==> src/rtl/cscfp_pkg.sv <==
// Shared types, constants and byte-wide CRC functions for the serial frame parser.
// Used by every module of the block; depends on nothing else.
package cscfp_pkg;

    // Frame layout and limits.
    localparam logic [7:0]  SOF_BYTE       = 8'hA5;
    localparam int unsigned HEADER_BYTES   = 5;
    localparam int unsigned CMD_BYTES      = 2;
    localparam logic [7:0]  LEN_CEILING    = 8'd247;
    localparam int unsigned FRAME_BUFFER_DEPTH_DEF = 256;

    // Configuration register reset values.
    localparam logic [7:0]  MAX_PAYLOAD_RST = 8'd200;
    localparam logic [7:0]  CRC8_POLY_RST   = 8'h8C;
    localparam logic [7:0]  CRC8_INIT_RST   = 8'hFF;
    localparam logic [15:0] CRC16_POLY_RST  = 16'h8408;
    localparam logic [15:0] CRC16_INIT_RST  = 16'hFFFF;

    localparam int unsigned CFG_IDX_W  = 3;
    localparam int unsigned CFG_DATA_W = 16;

    typedef enum logic [CFG_IDX_W-1:0] {
        CFG_MAX_PAYLOAD = 3'd0,
        CFG_CRC8_POLY   = 3'd1,
        CFG_CRC8_INIT   = 3'd2,
        CFG_CRC16_POLY  = 3'd3,
        CFG_CRC16_INIT  = 3'd4
    } cfg_idx_t;

    typedef enum logic [1:0] {
        PH_HUNT   = 2'd0,
        PH_HEADER = 2'd1,
        PH_BODY   = 2'd2
    } phase_t;

    typedef enum logic [2:0] {
        EV_NONE      = 3'd0,
        EV_GOOD      = 3'd1,
        EV_HDR_CRC   = 3'd2,
        EV_LEN       = 3'd3,
        EV_FRAME_CRC = 3'd4
    } event_t;

    typedef struct packed {
        logic [7:0]  max_payload;
        logic [7:0]  crc8_poly;
        logic [7:0]  crc8_init;
        logic [15:0] crc16_poly;
        logic [15:0] crc16_init;
    } cfg_t;

    // Frame store access request from the parser. Positions are frame byte
    // positions; the store itself drops anything beyond its depth.
    typedef struct packed {
        logic       wr_en;
        logic [7:0] wr_pos;
        logic [7:0] wr_data;
        logic       rd_en;
        logic [8:0] rd_pos;
    } store_req_t;

    // Reflected CRC8, one byte, LSB first.
    function automatic logic [7:0] crc8_byte(input logic [7:0] crc, input logic [7:0] b,
                                             input logic [7:0] poly);
        logic [7:0] c;
        c = crc ^ b;
        for (int i = 0; i < 8; i++) begin
            c = c[0] ? ((c >> 1) ^ poly) : (c >> 1);
        end
        return c;
    endfunction

    // Reflected CRC16, one byte, LSB first.
    function automatic logic [15:0] crc16_byte(input logic [15:0] crc, input logic [7:0] b,
                                               input logic [15:0] poly);
        logic [15:0] c;
        c = crc ^ {8'h00, b};
        for (int i = 0; i < 8; i++) begin
            c = c[0] ? ((c >> 1) ^ poly) : (c >> 1);
        end
        return c;
    endfunction

endpackage

==> src/rtl/cscfp_cfg_regs.sv <==
// Configuration registers of the serial frame parser, written through a plain write port.
// Depends on cscfp_pkg for the register indexes, reset values and the cfg_t struct.
module cscfp_cfg_regs (
    input  logic                                aclk,
    input  logic                                aresetn,
    input  logic                                cfg_wr_en,
    input  logic [cscfp_pkg::CFG_IDX_W-1:0]     cfg_wr_index,
    input  logic [cscfp_pkg::CFG_DATA_W-1:0]    cfg_wr_data,
    output cscfp_pkg::cfg_t                     cfg
);

    cscfp_pkg::cfg_t cfg_reg;

    always_ff @(posedge aclk) begin
        if (!aresetn) begin
            cfg_reg.max_payload <= cscfp_pkg::MAX_PAYLOAD_RST;
            cfg_reg.crc8_poly   <= cscfp_pkg::CRC8_POLY_RST;
            cfg_reg.crc8_init   <= cscfp_pkg::CRC8_INIT_RST;
            cfg_reg.crc16_poly  <= cscfp_pkg::CRC16_POLY_RST;
            cfg_reg.crc16_init  <= cscfp_pkg::CRC16_INIT_RST;
        end else if (cfg_wr_en) begin
            case (cfg_wr_index)
                cscfp_pkg::CFG_MAX_PAYLOAD: cfg_reg.max_payload <= cfg_wr_data[7:0];
                cscfp_pkg::CFG_CRC8_POLY:   cfg_reg.crc8_poly   <= cfg_wr_data[7:0];
                cscfp_pkg::CFG_CRC8_INIT:   cfg_reg.crc8_init   <= cfg_wr_data[7:0];
                cscfp_pkg::CFG_CRC16_POLY:  cfg_reg.crc16_poly  <= cfg_wr_data;
                cscfp_pkg::CFG_CRC16_INIT:  cfg_reg.crc16_init  <= cfg_wr_data;
                default: ;
            endcase
        end
    end

    assign cfg = cfg_reg;

endmodule

==> src/rtl/cscfp_store.sv <==
// Frame byte store: one write port and one registered read port.
// Depends on cscfp_pkg for the store_req_t struct.
module cscfp_store #(
    parameter int unsigned FRAME_BUFFER_DEPTH = cscfp_pkg::FRAME_BUFFER_DEPTH_DEF
) (
    input  logic                  aclk,
    input  logic                  aresetn,
    input  logic                  step,
    input  cscfp_pkg::store_req_t req,
    output logic [7:0]            read_data
);

    localparam int unsigned ADDR_W = $clog2(FRAME_BUFFER_DEPTH);
    localparam int unsigned EXT_W  = (ADDR_W > 9) ? ADDR_W : 9;

    logic [7:0]        store_mem [FRAME_BUFFER_DEPTH];
    logic [EXT_W-1:0]  wr_ext;
    logic [EXT_W-1:0]  rd_ext;
    logic [ADDR_W-1:0] wr_addr;
    logic [ADDR_W-1:0] rd_addr;
    logic              wr_ok;
    logic              rd_ok;
    logic [7:0]        rd_q_reg;
    logic              rd_hit_reg;

    assign wr_ext  = EXT_W'(req.wr_pos);
    assign rd_ext  = EXT_W'(req.rd_pos);
    assign wr_addr = wr_ext[ADDR_W-1:0];
    assign rd_addr = rd_ext[ADDR_W-1:0];
    // Positions at or beyond the depth are neither stored nor read.
    assign wr_ok   = {1'b0, wr_ext} < (EXT_W + 1)'(FRAME_BUFFER_DEPTH);
    assign rd_ok   = {1'b0, rd_ext} < (EXT_W + 1)'(FRAME_BUFFER_DEPTH);

    always_ff @(posedge aclk) begin
        if (req.wr_en && wr_ok) begin
            store_mem[wr_addr] <= req.wr_data;
        end
        if (step) begin
            rd_q_reg <= store_mem[rd_addr];
        end
    end

    always_ff @(posedge aclk) begin
        if (!aresetn) begin
            rd_hit_reg <= 1'b0;
        end else if (step) begin
            rd_hit_reg <= req.rd_en && rd_ok;
        end
    end

    assign read_data = rd_hit_reg ? rd_q_reg : 8'h00;

endmodule

==> src/rtl/cscfp_parser.sv <==
// Frame parser state machine: start hunt, header and body collection, CRC checks.
// Depends on cscfp_pkg for phases, event codes, CRC functions and the store request struct.
module cscfp_parser (
    input  logic                  aclk,
    input  logic                  aresetn,
    input  logic                  step,
    input  cscfp_pkg::cfg_t       cfg,
    input  logic                  action,
    input  logic [7:0]            rx_byte,
    input  logic [7:0]            read_index,
    output cscfp_pkg::store_req_t store_req,
    output logic [2:0]            event_res,
    output logic [15:0]           command_id,
    output logic [7:0]            payload_len
);

    cscfp_pkg::phase_t phase_reg, phase_next;
    logic [7:0]  byte_count_reg, byte_count_next;
    logic [7:0]  frame_len_reg, frame_len_next;
    logic [7:0]  header_crc_reg, header_crc_next;
    logic [15:0] frame_crc_reg, frame_crc_next;
    logic [15:0] trailing_reg, trailing_next;
    logic [15:0] cmd_cap_reg, cmd_cap_next;
    logic [15:0] last_cmd_reg, last_cmd_next;
    logic [7:0]  good_len_reg, good_len_next;

    logic [7:0]  hcrc_upd;
    logic [15:0] fcrc_upd;
    logic [7:0]  hcrc_sof;
    logic [15:0] fcrc_sof;
    logic [8:0]  crc_pos;
    logic [7:0]  limit;
    logic [15:0] got_crc;
    logic        hdr_last;
    logic        body_data;
    logic        body_crc_lo;

    assign hcrc_upd = cscfp_pkg::crc8_byte(header_crc_reg, rx_byte, cfg.crc8_poly);
    assign fcrc_upd = cscfp_pkg::crc16_byte(frame_crc_reg, rx_byte, cfg.crc16_poly);
    assign hcrc_sof = cscfp_pkg::crc8_byte(cfg.crc8_init, rx_byte, cfg.crc8_poly);
    assign fcrc_sof = cscfp_pkg::crc16_byte(cfg.crc16_init, rx_byte, cfg.crc16_poly);

    assign crc_pos  = 9'(cscfp_pkg::HEADER_BYTES + cscfp_pkg::CMD_BYTES) + {1'b0, frame_len_reg};
    assign limit    = (cfg.max_payload > cscfp_pkg::LEN_CEILING) ? cscfp_pkg::LEN_CEILING
                                                                 : cfg.max_payload;
    assign got_crc  = {rx_byte, trailing_reg[7:0]};
    assign hdr_last = byte_count_reg >= 8'(cscfp_pkg::HEADER_BYTES - 1);
    assign body_data   = {1'b0, byte_count_reg} < crc_pos;
    assign body_crc_lo = {1'b0, byte_count_reg} == crc_pos;

    // Next state.
    always_comb begin
        phase_next      = phase_reg;
        byte_count_next = byte_count_reg;
        frame_len_next  = frame_len_reg;
        header_crc_next = header_crc_reg;
        frame_crc_next  = frame_crc_reg;
        trailing_next   = trailing_reg;
        cmd_cap_next    = cmd_cap_reg;
        last_cmd_next   = last_cmd_reg;
        good_len_next   = good_len_reg;
        if (!action) begin
            case (phase_reg)
                cscfp_pkg::PH_HEADER: begin
                    frame_crc_next = fcrc_upd;
                    if (!hdr_last) begin
                        header_crc_next = hcrc_upd;
                        if (byte_count_reg == 8'd1) begin
                            trailing_next = {8'h00, rx_byte};
                        end else if (byte_count_reg == 8'd2) begin
                            trailing_next = {rx_byte, trailing_reg[7:0]};
                        end
                        byte_count_next = byte_count_reg + 8'd1;
                    end else if (rx_byte != header_crc_reg) begin
                        phase_next = cscfp_pkg::PH_HUNT;
                    end else if (trailing_reg > {8'h00, limit}) begin
                        phase_next = cscfp_pkg::PH_HUNT;
                    end else begin
                        frame_len_next  = trailing_reg[7:0];
                        byte_count_next = 8'(cscfp_pkg::HEADER_BYTES);
                        phase_next      = cscfp_pkg::PH_BODY;
                    end
                end
                cscfp_pkg::PH_BODY: begin
                    if (body_data) begin
                        frame_crc_next  = fcrc_upd;
                        byte_count_next = byte_count_reg + 8'd1;
                        // The command id sits in the first two body bytes.
                        if (byte_count_reg == 8'(cscfp_pkg::HEADER_BYTES)) begin
                            cmd_cap_next = {cmd_cap_reg[15:8], rx_byte};
                        end else if (byte_count_reg == 8'(cscfp_pkg::HEADER_BYTES + 1)) begin
                            cmd_cap_next = {rx_byte, cmd_cap_reg[7:0]};
                        end
                    end else if (body_crc_lo) begin
                        trailing_next   = {8'h00, rx_byte};
                        byte_count_next = byte_count_reg + 8'd1;
                    end else begin
                        if (got_crc == frame_crc_reg) begin
                            last_cmd_next = cmd_cap_reg;
                            good_len_next = frame_len_reg;
                        end
                        phase_next = cscfp_pkg::PH_HUNT;
                    end
                end
                default: begin
                    // Hunting; the unused phase code behaves the same way.
                    phase_next = cscfp_pkg::PH_HUNT;
                    if (rx_byte == cscfp_pkg::SOF_BYTE) begin
                        header_crc_next = hcrc_sof;
                        frame_crc_next  = fcrc_sof;
                        trailing_next   = 16'h0000;
                        byte_count_next = 8'd1;
                        phase_next      = cscfp_pkg::PH_HEADER;
                    end
                end
            endcase
        end
    end

    // Result code and store access.
    always_comb begin
        event_res         = cscfp_pkg::EV_NONE;
        store_req.wr_en   = 1'b0;
        store_req.wr_pos  = byte_count_reg;
        store_req.wr_data = rx_byte;
        store_req.rd_en   = 1'b0;
        store_req.rd_pos  = 9'(cscfp_pkg::HEADER_BYTES + cscfp_pkg::CMD_BYTES)
                            + {1'b0, read_index};
        if (action) begin
            store_req.rd_en = read_index < good_len_reg;
        end else begin
            case (phase_reg)
                cscfp_pkg::PH_HEADER: begin
                    store_req.wr_en = step;
                    if (hdr_last) begin
                        if (rx_byte != header_crc_reg) begin
                            event_res = cscfp_pkg::EV_HDR_CRC;
                        end else if (trailing_reg > {8'h00, limit}) begin
                            event_res = cscfp_pkg::EV_LEN;
                        end
                    end
                end
                cscfp_pkg::PH_BODY: begin
                    store_req.wr_en = step;
                    if (!body_data && !body_crc_lo) begin
                        event_res = (got_crc == frame_crc_reg) ? cscfp_pkg::EV_GOOD
                                                               : cscfp_pkg::EV_FRAME_CRC;
                    end
                end
                default: begin
                    if (rx_byte == cscfp_pkg::SOF_BYTE) begin
                        store_req.wr_en  = step;
                        store_req.wr_pos = 8'd0;
                    end
                end
            endcase
        end
    end

    assign command_id  = last_cmd_next;
    assign payload_len = good_len_next;

    always_ff @(posedge aclk) begin
        if (!aresetn) begin
            phase_reg      <= cscfp_pkg::PH_HUNT;
            byte_count_reg <= 8'd0;
            frame_len_reg  <= 8'd0;
            header_crc_reg <= cscfp_pkg::CRC8_INIT_RST;
            frame_crc_reg  <= cscfp_pkg::CRC16_INIT_RST;
            trailing_reg   <= 16'h0000;
            cmd_cap_reg    <= 16'h0000;
            last_cmd_reg   <= 16'h0000;
            good_len_reg   <= 8'd0;
        end else if (step) begin
            phase_reg      <= phase_next;
            byte_count_reg <= byte_count_next;
            frame_len_reg  <= frame_len_next;
            header_crc_reg <= header_crc_next;
            frame_crc_reg  <= frame_crc_next;
            trailing_reg   <= trailing_next;
            cmd_cap_reg    <= cmd_cap_next;
            last_cmd_reg   <= last_cmd_next;
            good_len_reg   <= good_len_next;
        end
    end

endmodule

==> src/rtl/crc_checked_serial_frame_parser.sv <==
// Top level of the CRC-checked serial frame parser: stream handshake, input and result registers.
// Depends on cscfp_pkg, cscfp_cfg_regs, cscfp_parser and cscfp_store.
//
//   Channel   Direction  Ports                                 Beat carries
//   s_        in         s_tvalid s_tready s_tdata s_tuser     one received byte or one read
//   m_        out        m_tvalid m_tready m_tdata             one result per input beat
//   cfg_      in         cfg_wr_en cfg_wr_index cfg_wr_data    one register write, no back-pressure
//
// One beat is accepted per clock cycle in steady flow, while m_tready stays high. A beat sits
// in the input register while the parser, the CRC logic and the frame store act on it; its result
// then goes to m_ through the result register, the store's registered read byte aligned with it.
// Reset is synchronous and active low; the frame store is not cleared and needs no sweep, so the
// block can accept a beat as soon as reset is released. When m_tready is low the result is held
// and the input register keeps one further beat; s_tready falls only when both are full.
module crc_checked_serial_frame_parser #(
    parameter int unsigned FRAME_BUFFER_DEPTH = cscfp_pkg::FRAME_BUFFER_DEPTH_DEF
) (
    input  logic                              aclk,
    input  logic                              aresetn,

    input  logic                              s_tvalid,
    output logic                              s_tready,
    input  logic [15:0]                       s_tdata,   // rx_byte[7:0], read_index[15:8]
    input  logic                              s_tuser,   // action: 0 receive, 1 read

    output logic                              m_tvalid,
    input  logic                              m_tready,
    // event_res[2:0], command_id[18:3], payload_len[26:19], read_data[34:27], zero[39:35]
    output logic [39:0]                       m_tdata,

    input  logic                              cfg_wr_en,
    input  logic [cscfp_pkg::CFG_IDX_W-1:0]   cfg_wr_index,
    input  logic [cscfp_pkg::CFG_DATA_W-1:0]  cfg_wr_data
);

    cscfp_pkg::cfg_t       cfg;
    cscfp_pkg::store_req_t store_req;

    logic        in_vld_reg;
    logic        in_action_reg;
    logic [7:0]  in_byte_reg;
    logic [7:0]  in_index_reg;
    logic        out_vld_reg;
    logic [2:0]  out_event_reg;
    logic [15:0] out_cmd_reg;
    logic [7:0]  out_len_reg;

    logic        step;
    logic        s_accept;
    logic [2:0]  event_res;
    logic [15:0] command_id;
    logic [7:0]  payload_len;
    logic [7:0]  read_data;

    // The beat in the input register is processed when the result register is free or
    // its contents leave in this cycle.
    assign step     = in_vld_reg && (!out_vld_reg || m_tready);
    assign s_tready = !in_vld_reg || step;
    assign s_accept = s_tvalid && s_tready;

    cscfp_cfg_regs u_cfg (
        .aclk         (aclk),
        .aresetn      (aresetn),
        .cfg_wr_en    (cfg_wr_en),
        .cfg_wr_index (cfg_wr_index),
        .cfg_wr_data  (cfg_wr_data),
        .cfg          (cfg)
    );

    cscfp_parser u_parser (
        .aclk        (aclk),
        .aresetn     (aresetn),
        .step        (step),
        .cfg         (cfg),
        .action      (in_action_reg),
        .rx_byte     (in_byte_reg),
        .read_index  (in_index_reg),
        .store_req   (store_req),
        .event_res   (event_res),
        .command_id  (command_id),
        .payload_len (payload_len)
    );

    cscfp_store #(
        .FRAME_BUFFER_DEPTH (FRAME_BUFFER_DEPTH)
    ) u_store (
        .aclk      (aclk),
        .aresetn   (aresetn),
        .step      (step),
        .req       (store_req),
        .read_data (read_data)
    );

    // Handshake state.
    always_ff @(posedge aclk) begin
        if (!aresetn) begin
            in_vld_reg  <= 1'b0;
            out_vld_reg <= 1'b0;
        end else begin
            if (s_accept) begin
                in_vld_reg <= 1'b1;
            end else if (step) begin
                in_vld_reg <= 1'b0;
            end
            if (step) begin
                out_vld_reg <= 1'b1;
            end else if (m_tready) begin
                out_vld_reg <= 1'b0;
            end
        end
    end

    // Payload registers; the read byte is registered inside the store.
    always_ff @(posedge aclk) begin
        if (s_accept) begin
            in_action_reg <= s_tuser;
            in_byte_reg   <= s_tdata[7:0];
            in_index_reg  <= s_tdata[15:8];
        end
        if (step) begin
            out_event_reg <= event_res;
            out_cmd_reg   <= command_id;
            out_len_reg   <= payload_len;
        end
    end

    assign m_tvalid = out_vld_reg;
    assign m_tdata  = {5'b00000, read_data, out_len_reg, out_cmd_reg, out_event_reg};

endmodule
==> config.mk <==
export PLATFORM = sky130hd
export DESIGN_NAME = crc_checked_serial_frame_parser
export DESIGN_NICKNAME = d
export VERILOG_FILES = /design/src/rtl/cscfp_pkg.sv /design/src/rtl/cscfp_cfg_regs.sv /design/src/rtl/cscfp_store.sv /design/src/rtl/cscfp_parser.sv /design/src/rtl/crc_checked_serial_frame_parser.sv
export SDC_FILE = /design/constraint.sdc
export NUM_CORES = 2
export LEC_CHECK = 0
export BUFFER_PORTS_ARGS = -buffer_cell sky130_fd_sc_hd__buf_2
export CORE_MARGIN = 1
export CORE_UTILIZATION = 50
export DETAILED_ROUTE_END_ITERATION = 12
export GPL_ROUTABILITY_DRIVEN = 0
export PLACE_DENSITY = 0.62
export RECOVER_POWER = 50
export SETUP_SLACK_MARGIN = 0.02
export SYNTH_ARGS = -nofsm -noshare
export SYNTH_HDL_FRONTEND = slang
export SYNTH_HIERARCHICAL = 1
export SYNTH_SLANG_ARGS = --single-unit
==> constraint.sdc <==
create_clock -name aclk -period 13.6 [get_ports aclk]
set_input_delay 2.72 -clock aclk [delete_from_list [all_inputs] [get_ports aclk]]
set_output_delay 2.72 -clock aclk [all_outputs]
set_load 0.03 [all_outputs]
# --- After elaboration in Yosys (flattened, before gate mapping) ---
# Memory sizes are Yosys's and may differ from the RTL's. A register that Yosys moved wholly into a read port is not among the register bits.
# Index checks and enable logic that the tools add are counted.
classes:
  n_addsub: 3
  magnitude_cmp: 7
  eq_ne: 25
  muxes: 89
  bitwise_logic: 41
  reduce_logical: 31
op_table:
  columns: ["cell", "n"]
  rows:
  - ["16-bit 2-to-1 mux", 29]
  - ["8-bit 2-to-1 mux", 33]
  - ["15-bit by 16-bit XOR with 16-bit output", 16]
  - ["7-bit by 8-bit XOR with 8-bit output", 16]
  - ["16-bit case mux with 2 select lines", 2]
  - ["8-bit case mux with 2 select lines", 2]
  - ["16-bit by 8-bit XOR with 16-bit output", 2]
  - ["3-bit by 8-bit adder with 9-bit output, first input constant", 2]
  - ["9-bit 2-to-1 mux", 2]
  - ["6-bit AND reduction", 3]
  - ["16-bit equality test", 1]
  - ["8-bit by 3-bit equality test with 1-bit output, second input constant", 2]
  - ["16-bit by 8-bit > comparator with 1-bit output", 1]
  - ["8-bit XOR", 2]
  - ["5-bit AND reduction", 3]
  - ["7-bit AND reduction", 2]
  - ["2-bit 2-to-1 mux", 6]
  - ["3-bit 2-to-1 mux", 4]
  - ["2-bit AND reduction", 5]
  - ["8-bit by 9-bit equality test with 1-bit output", 1]
  - ["8-bit by 9-bit less-than comparator with 1-bit output", 1]
  - ["8-bit by 9-bit less-than comparator with 1-bit output, second input constant", 1]
  - ["9-bit less-than comparator, second input constant", 1]
  - ["1-bit 2-to-1 mux", 9]
  - ["28 further kinds", 50]
word_totals:
  reg_bits: 201
  ramBits: 2048
  inputBits: 41
  output_inout_bits: 42
  word_cells: 222
  n_memories: 1
memory_table:
  columns: ["memory", "words", "word_bits", "read_ports", "rd_clocked_by_memory_dff", "write_ports", "line", "rtl"]
  rows:
  - ["u_store.store_mem", 256, 8, 1, 1, 1, "cscfp_store.sv:16", "logic [7:0] store_mem [FRAME_BUFFER_DEPTH];"]

# --- Longest topological paths before layout ---
logic_depth:
  depth_word: 19
  ltp_mapped: 18
  ltp_nobuf: 18

# --- By module ---
# Netlist, hierarchy kept.
by_module_without_submodules:
  columns: ["module", "instances", "cells_per_inst", "area_per_inst_um2", "seq_area_each_um2"]
  rows:
  - ["cscfp_store", 1, 3753, 80200.7, 61759.2]
  - ["cscfp_parser", 1, 1835, 13431.6, 1961.9]
  - ["cscfp_cfg_regs", 1, 220, 2278.4, 1121.1]
  - ["crc_checked_serial_frame_parser", 1, 59, 1466.4, 1361.3]

# --- Worst setup path after synthesis ---
# Ideal clock, no wire load.
synth_path:
  path_type: "in2reg"
  start: "in m_tready"
  end: "mem u_store.store_mem[234][0] (enable)"
  setup_ns: 0.370
  arrival_time_ns: 6.253
  required_time_ns: 13.230
  setup_slack_ns: 6.977
  cell_stages: 10
  path_buffers: 4
  cell_sequence: "nor2b_4 nor2b_1 nand2b_1 buf_1 a21oi_1 clkbuf_1 clkbuf_1 nand3_1 clkbuf_1 nor2_1"
synth_rtl:
  columns: ["element", "line", "rtl"]
  rows:
  - ["start: declaration", "crc_checked_serial_frame_parser.sv:27", "input logic m_tready,"]
  - ["end: declaration", "cscfp_store.sv:16", null]

# --- Worst setup path after layout ---
layout_path:
  start: "reg in_byte_reg[4]"
  end: "mem u_store.store_mem[138][4] (data pin)"
layout_rtl:
  columns: ["element", "line", "rtl"]
  rows:
  - ["start: declaration", "crc_checked_serial_frame_parser.sv:41", "logic [7:0] in_byte_reg;"]
  - ["start signal: assignment", "crc_checked_serial_frame_parser.sv:117", "in_byte_reg <= s_tdata[7:0];"]
# No word-level cell before the write port.

==> flow_metrics.tcl <==
set metrics [dict create \
    max_freq_ghz 0.110 \
    core_area_um2 193000 \
    grt_setup_unrepaired "no" \
    cp_max_fo 146 \
    die_w_um 443 \
    postCtsSetupBuffers 0 \
    synth_edf_count 2100 \
    tns_ns 0 \
    wl_um 258000 \
    clk_latency_ns 0.87 \
    fin_skew_ns 0.0544 \
    powerDensity_nw_per_um2 142 \
    grt_pass1_wl_um 373000 \
    worstSetupPathType "register to register" \
    grt_max_degree 173 \
    finalHoldViolations 0 \
    cts_made_buffers 222 \
    worstHoldPathType "register to register" \
    ir_drop_mv 0.118 \
    drt_iter0_markers 6449 \
    clk_path_buf_depth 3 \
    synth_area_leaders "edfxtp_1 65%, mux4_2 8.8%, dfxtp_1 3.2%" \
    cpPeakStageDelay_ns 6.07 \
    syn-instance-count 5867 \
    num_rows 161 \
    io_buffers 77 \
    synthToLayoutAreaGrowth_pct 10.0 \
    overflow 0 \
    p_leak_uw 0.0340 \
    nNetsFinal 5973 \
    multi_input_area_um2 28800 \
    outcome "complete, but fails checks" \
    synthesis.area_um2 97400 \
    synth.ff_latch_count 2257 \
    drive_gt1_share_pct 16.1 \
    yosys_warnings 6 \
    cts_tree "yes" \
    cp_slowest_cell "clkbuf_1" \
    cts.sinks 2257 \
    maxCapViolCount 24 \
    crit_top_cell "clkbuf_1" \
    min_period_ns 9.12 \
    via_count 54498 \
    grt_pass1_vias 52419 \
    power_uw 15300 \
    clockRootBuffer "clkbuf_16" \
    cp.required_ns 14.13 \
    period_share_pct 67.0 \
    violations "capacitance limit, slew limit" \
    yosysUniqueCellTypes 115 \
    yosysSeqAreaShare_pct 68.0 \
    slew_violations 1414 \
    drc 0 \
    setup_viol 0 \
    tightest_slew_ns 8.68 \
    die_area_um2 197000 \
    syn_area_per_cell_um2 16.6 \
    synthArstFlopShare_pct 0 \
    fill_cells 14902 \
    dpl.hpwl_um 160000 \
    synth_top_area_cell "edfxtp_1" \
    clkTransAtPathRegs_ns 0.06 \
    crit_chain "clkbuf_1, clkbuf_1, buf_4" \
    ff_latch_area_um2 66200 \
    routed_via_density 6.32 \
    slew-limit-headroom_pct -479 \
    final_common_cell "edfxtp_1" \
    critical_path_arrival_ns 9.65 \
    worstSetupStartpointType "register" \
    drtPass1Iterations 5 \
    crit_path_end_kind "register" \
    ys.flop_type "edfxtp_1" \
    cts_resized 0 \
    cts-hold-fix-buffers 0 \
    start_util_pct 50.5 \
    ioPinCount 83 \
    ant_nets 0 \
    largest_reg_flops 2048 \
    grt.total_usage_pct 26.0 \
    die_h_um 443 \
    final_cell_mix "2100 x edfxtp_1, 449 x nand2_1, 379 x mux4_2" \
    wl_per_cell_um 30.0 \
    htreeDepth 4 \
    antenna_found_initial 5 \
    synth_top_cell_area_share_pct 64.8 \
]
-- cells by family after synthesis --
logic type / share of synthesized area, %
adder cells (fa/ha/maj): 0.398
AO/OA/AOI/OAI: 5.29
buffers and inverters: 2.62
XOR/XNOR: 3.85
other: 0.00385
flip-flops: 68.0
multiplexers: 13.5
AND/OR/NAND/NOR: 6.36
-- stage by stage --
stage	worst slack, ns	cells	instance area (µm²)	hold WS [ns]	utilization, %
5_1_grt	4.11	8617	107000	0.483	55.5
3_5_place_dp	6.18	8203	99800	0.458	51.7
3_3_place_gp	6.31	8203	99800	0.449	51.7
2_1_floorplan	6.98	5871	97400	0.433	-
4_1_cts	7.10	8616	107000	0.467	55.6
6_report	4.48	8618	107000	0.464	55.5
-- cells in the mapped netlist (17+ instances only) --
cell,number
o21ai_0,77
buf_1,31
buf_6,28
and3_1,31
buf_8,17
nor3_1,55
xnor2_1,270
nand2_1,449
edfxtp_1,2100
clkbuf_1,203
buf_4,46
a22oi_1,145
nor2_1,352
xnor3_1,24
nand4_1,42
mux4_1,78
o22ai_1,33
nor4_1,44
nor2b_1,107
nand3_1,83
mux2_2,23
a211oi_1,26
dfxtp_1,157
a21boi_0,51
o21a_1,18
o211ai_1,38
o221ai_1,44
buf_2,41
inv_1,41
and2_1,34
a21oi_1,157
mux4_2,379
ha_1,31
xor2_1,78
mux2i_1,226
nand2b_1,20
-- layer usage --
layer / track usage, % / share of wire, % / up-vias / wire length (µm)
li1: - / - / 23213 / -
met2: 40.4 / 47 / 2635 / 121000
met5: 0 / 0.0043 / - / 11
met4: 6.46 / 2.2 / 2 / 5760
met3: 4.15 / 8.4 / 342 / 21800
met1: 38.5 / 43 / 28306 / 110000
-- layout make-up --
cell class | count | share of cell area, %
tap | 2526 | 2.95
sequential | 2257 | 61.8
clock inverter | 170 | 1.67
clock buffer | 243 | 5.33
timing repair buffer | 200 | 1.21
inverter | 45 | 0.172
multi-input combinational | 3175 | 26.9
antenna | 2 | 0.00467
-- path summary, 6_finish.rpt --
check,slack (ns),end,startpoint,cells after the start
max,4.48,u_store/store_mem[138][4]$_DFFE_PP_,in_byte_reg[4]$_DFFE_PP_,3
min,0.46,u_parser/trailing_reg[12]$_SDFFE_PN0P_,u_parser/trailing_reg[12]$_SDFFE_PN0P_,2
max reg2reg,4.48,u_store/store_mem[138][4]$_DFFE_PP_,in_byte_reg[4]$_DFFE_PP_,3
min reg2reg,0.46,u_parser/trailing_reg[12]$_SDFFE_PN0P_,u_parser/trailing_reg[12]$_SDFFE_PN0P_,2
-- critical path, delay by kind of cell (launching register included) --
family | cells | cell delay, ns
buffers and inverters | 3 | 8.22
flip-flops | 1 | 0.32
-- where the power goes --
| part | internal, µW | leakage, µW | switching (µW) |
|---|---|---|---|
| logic | 489 | 0.0103 | 873 |
| registers | 7610 | 0.0201 | 16.3 |
| clock network | 3580 | 0.00362 | 2690 |
| total | 11700 | 0.0340 | 3580 |
Note: power is estimated with default switching activity, not from simulation.
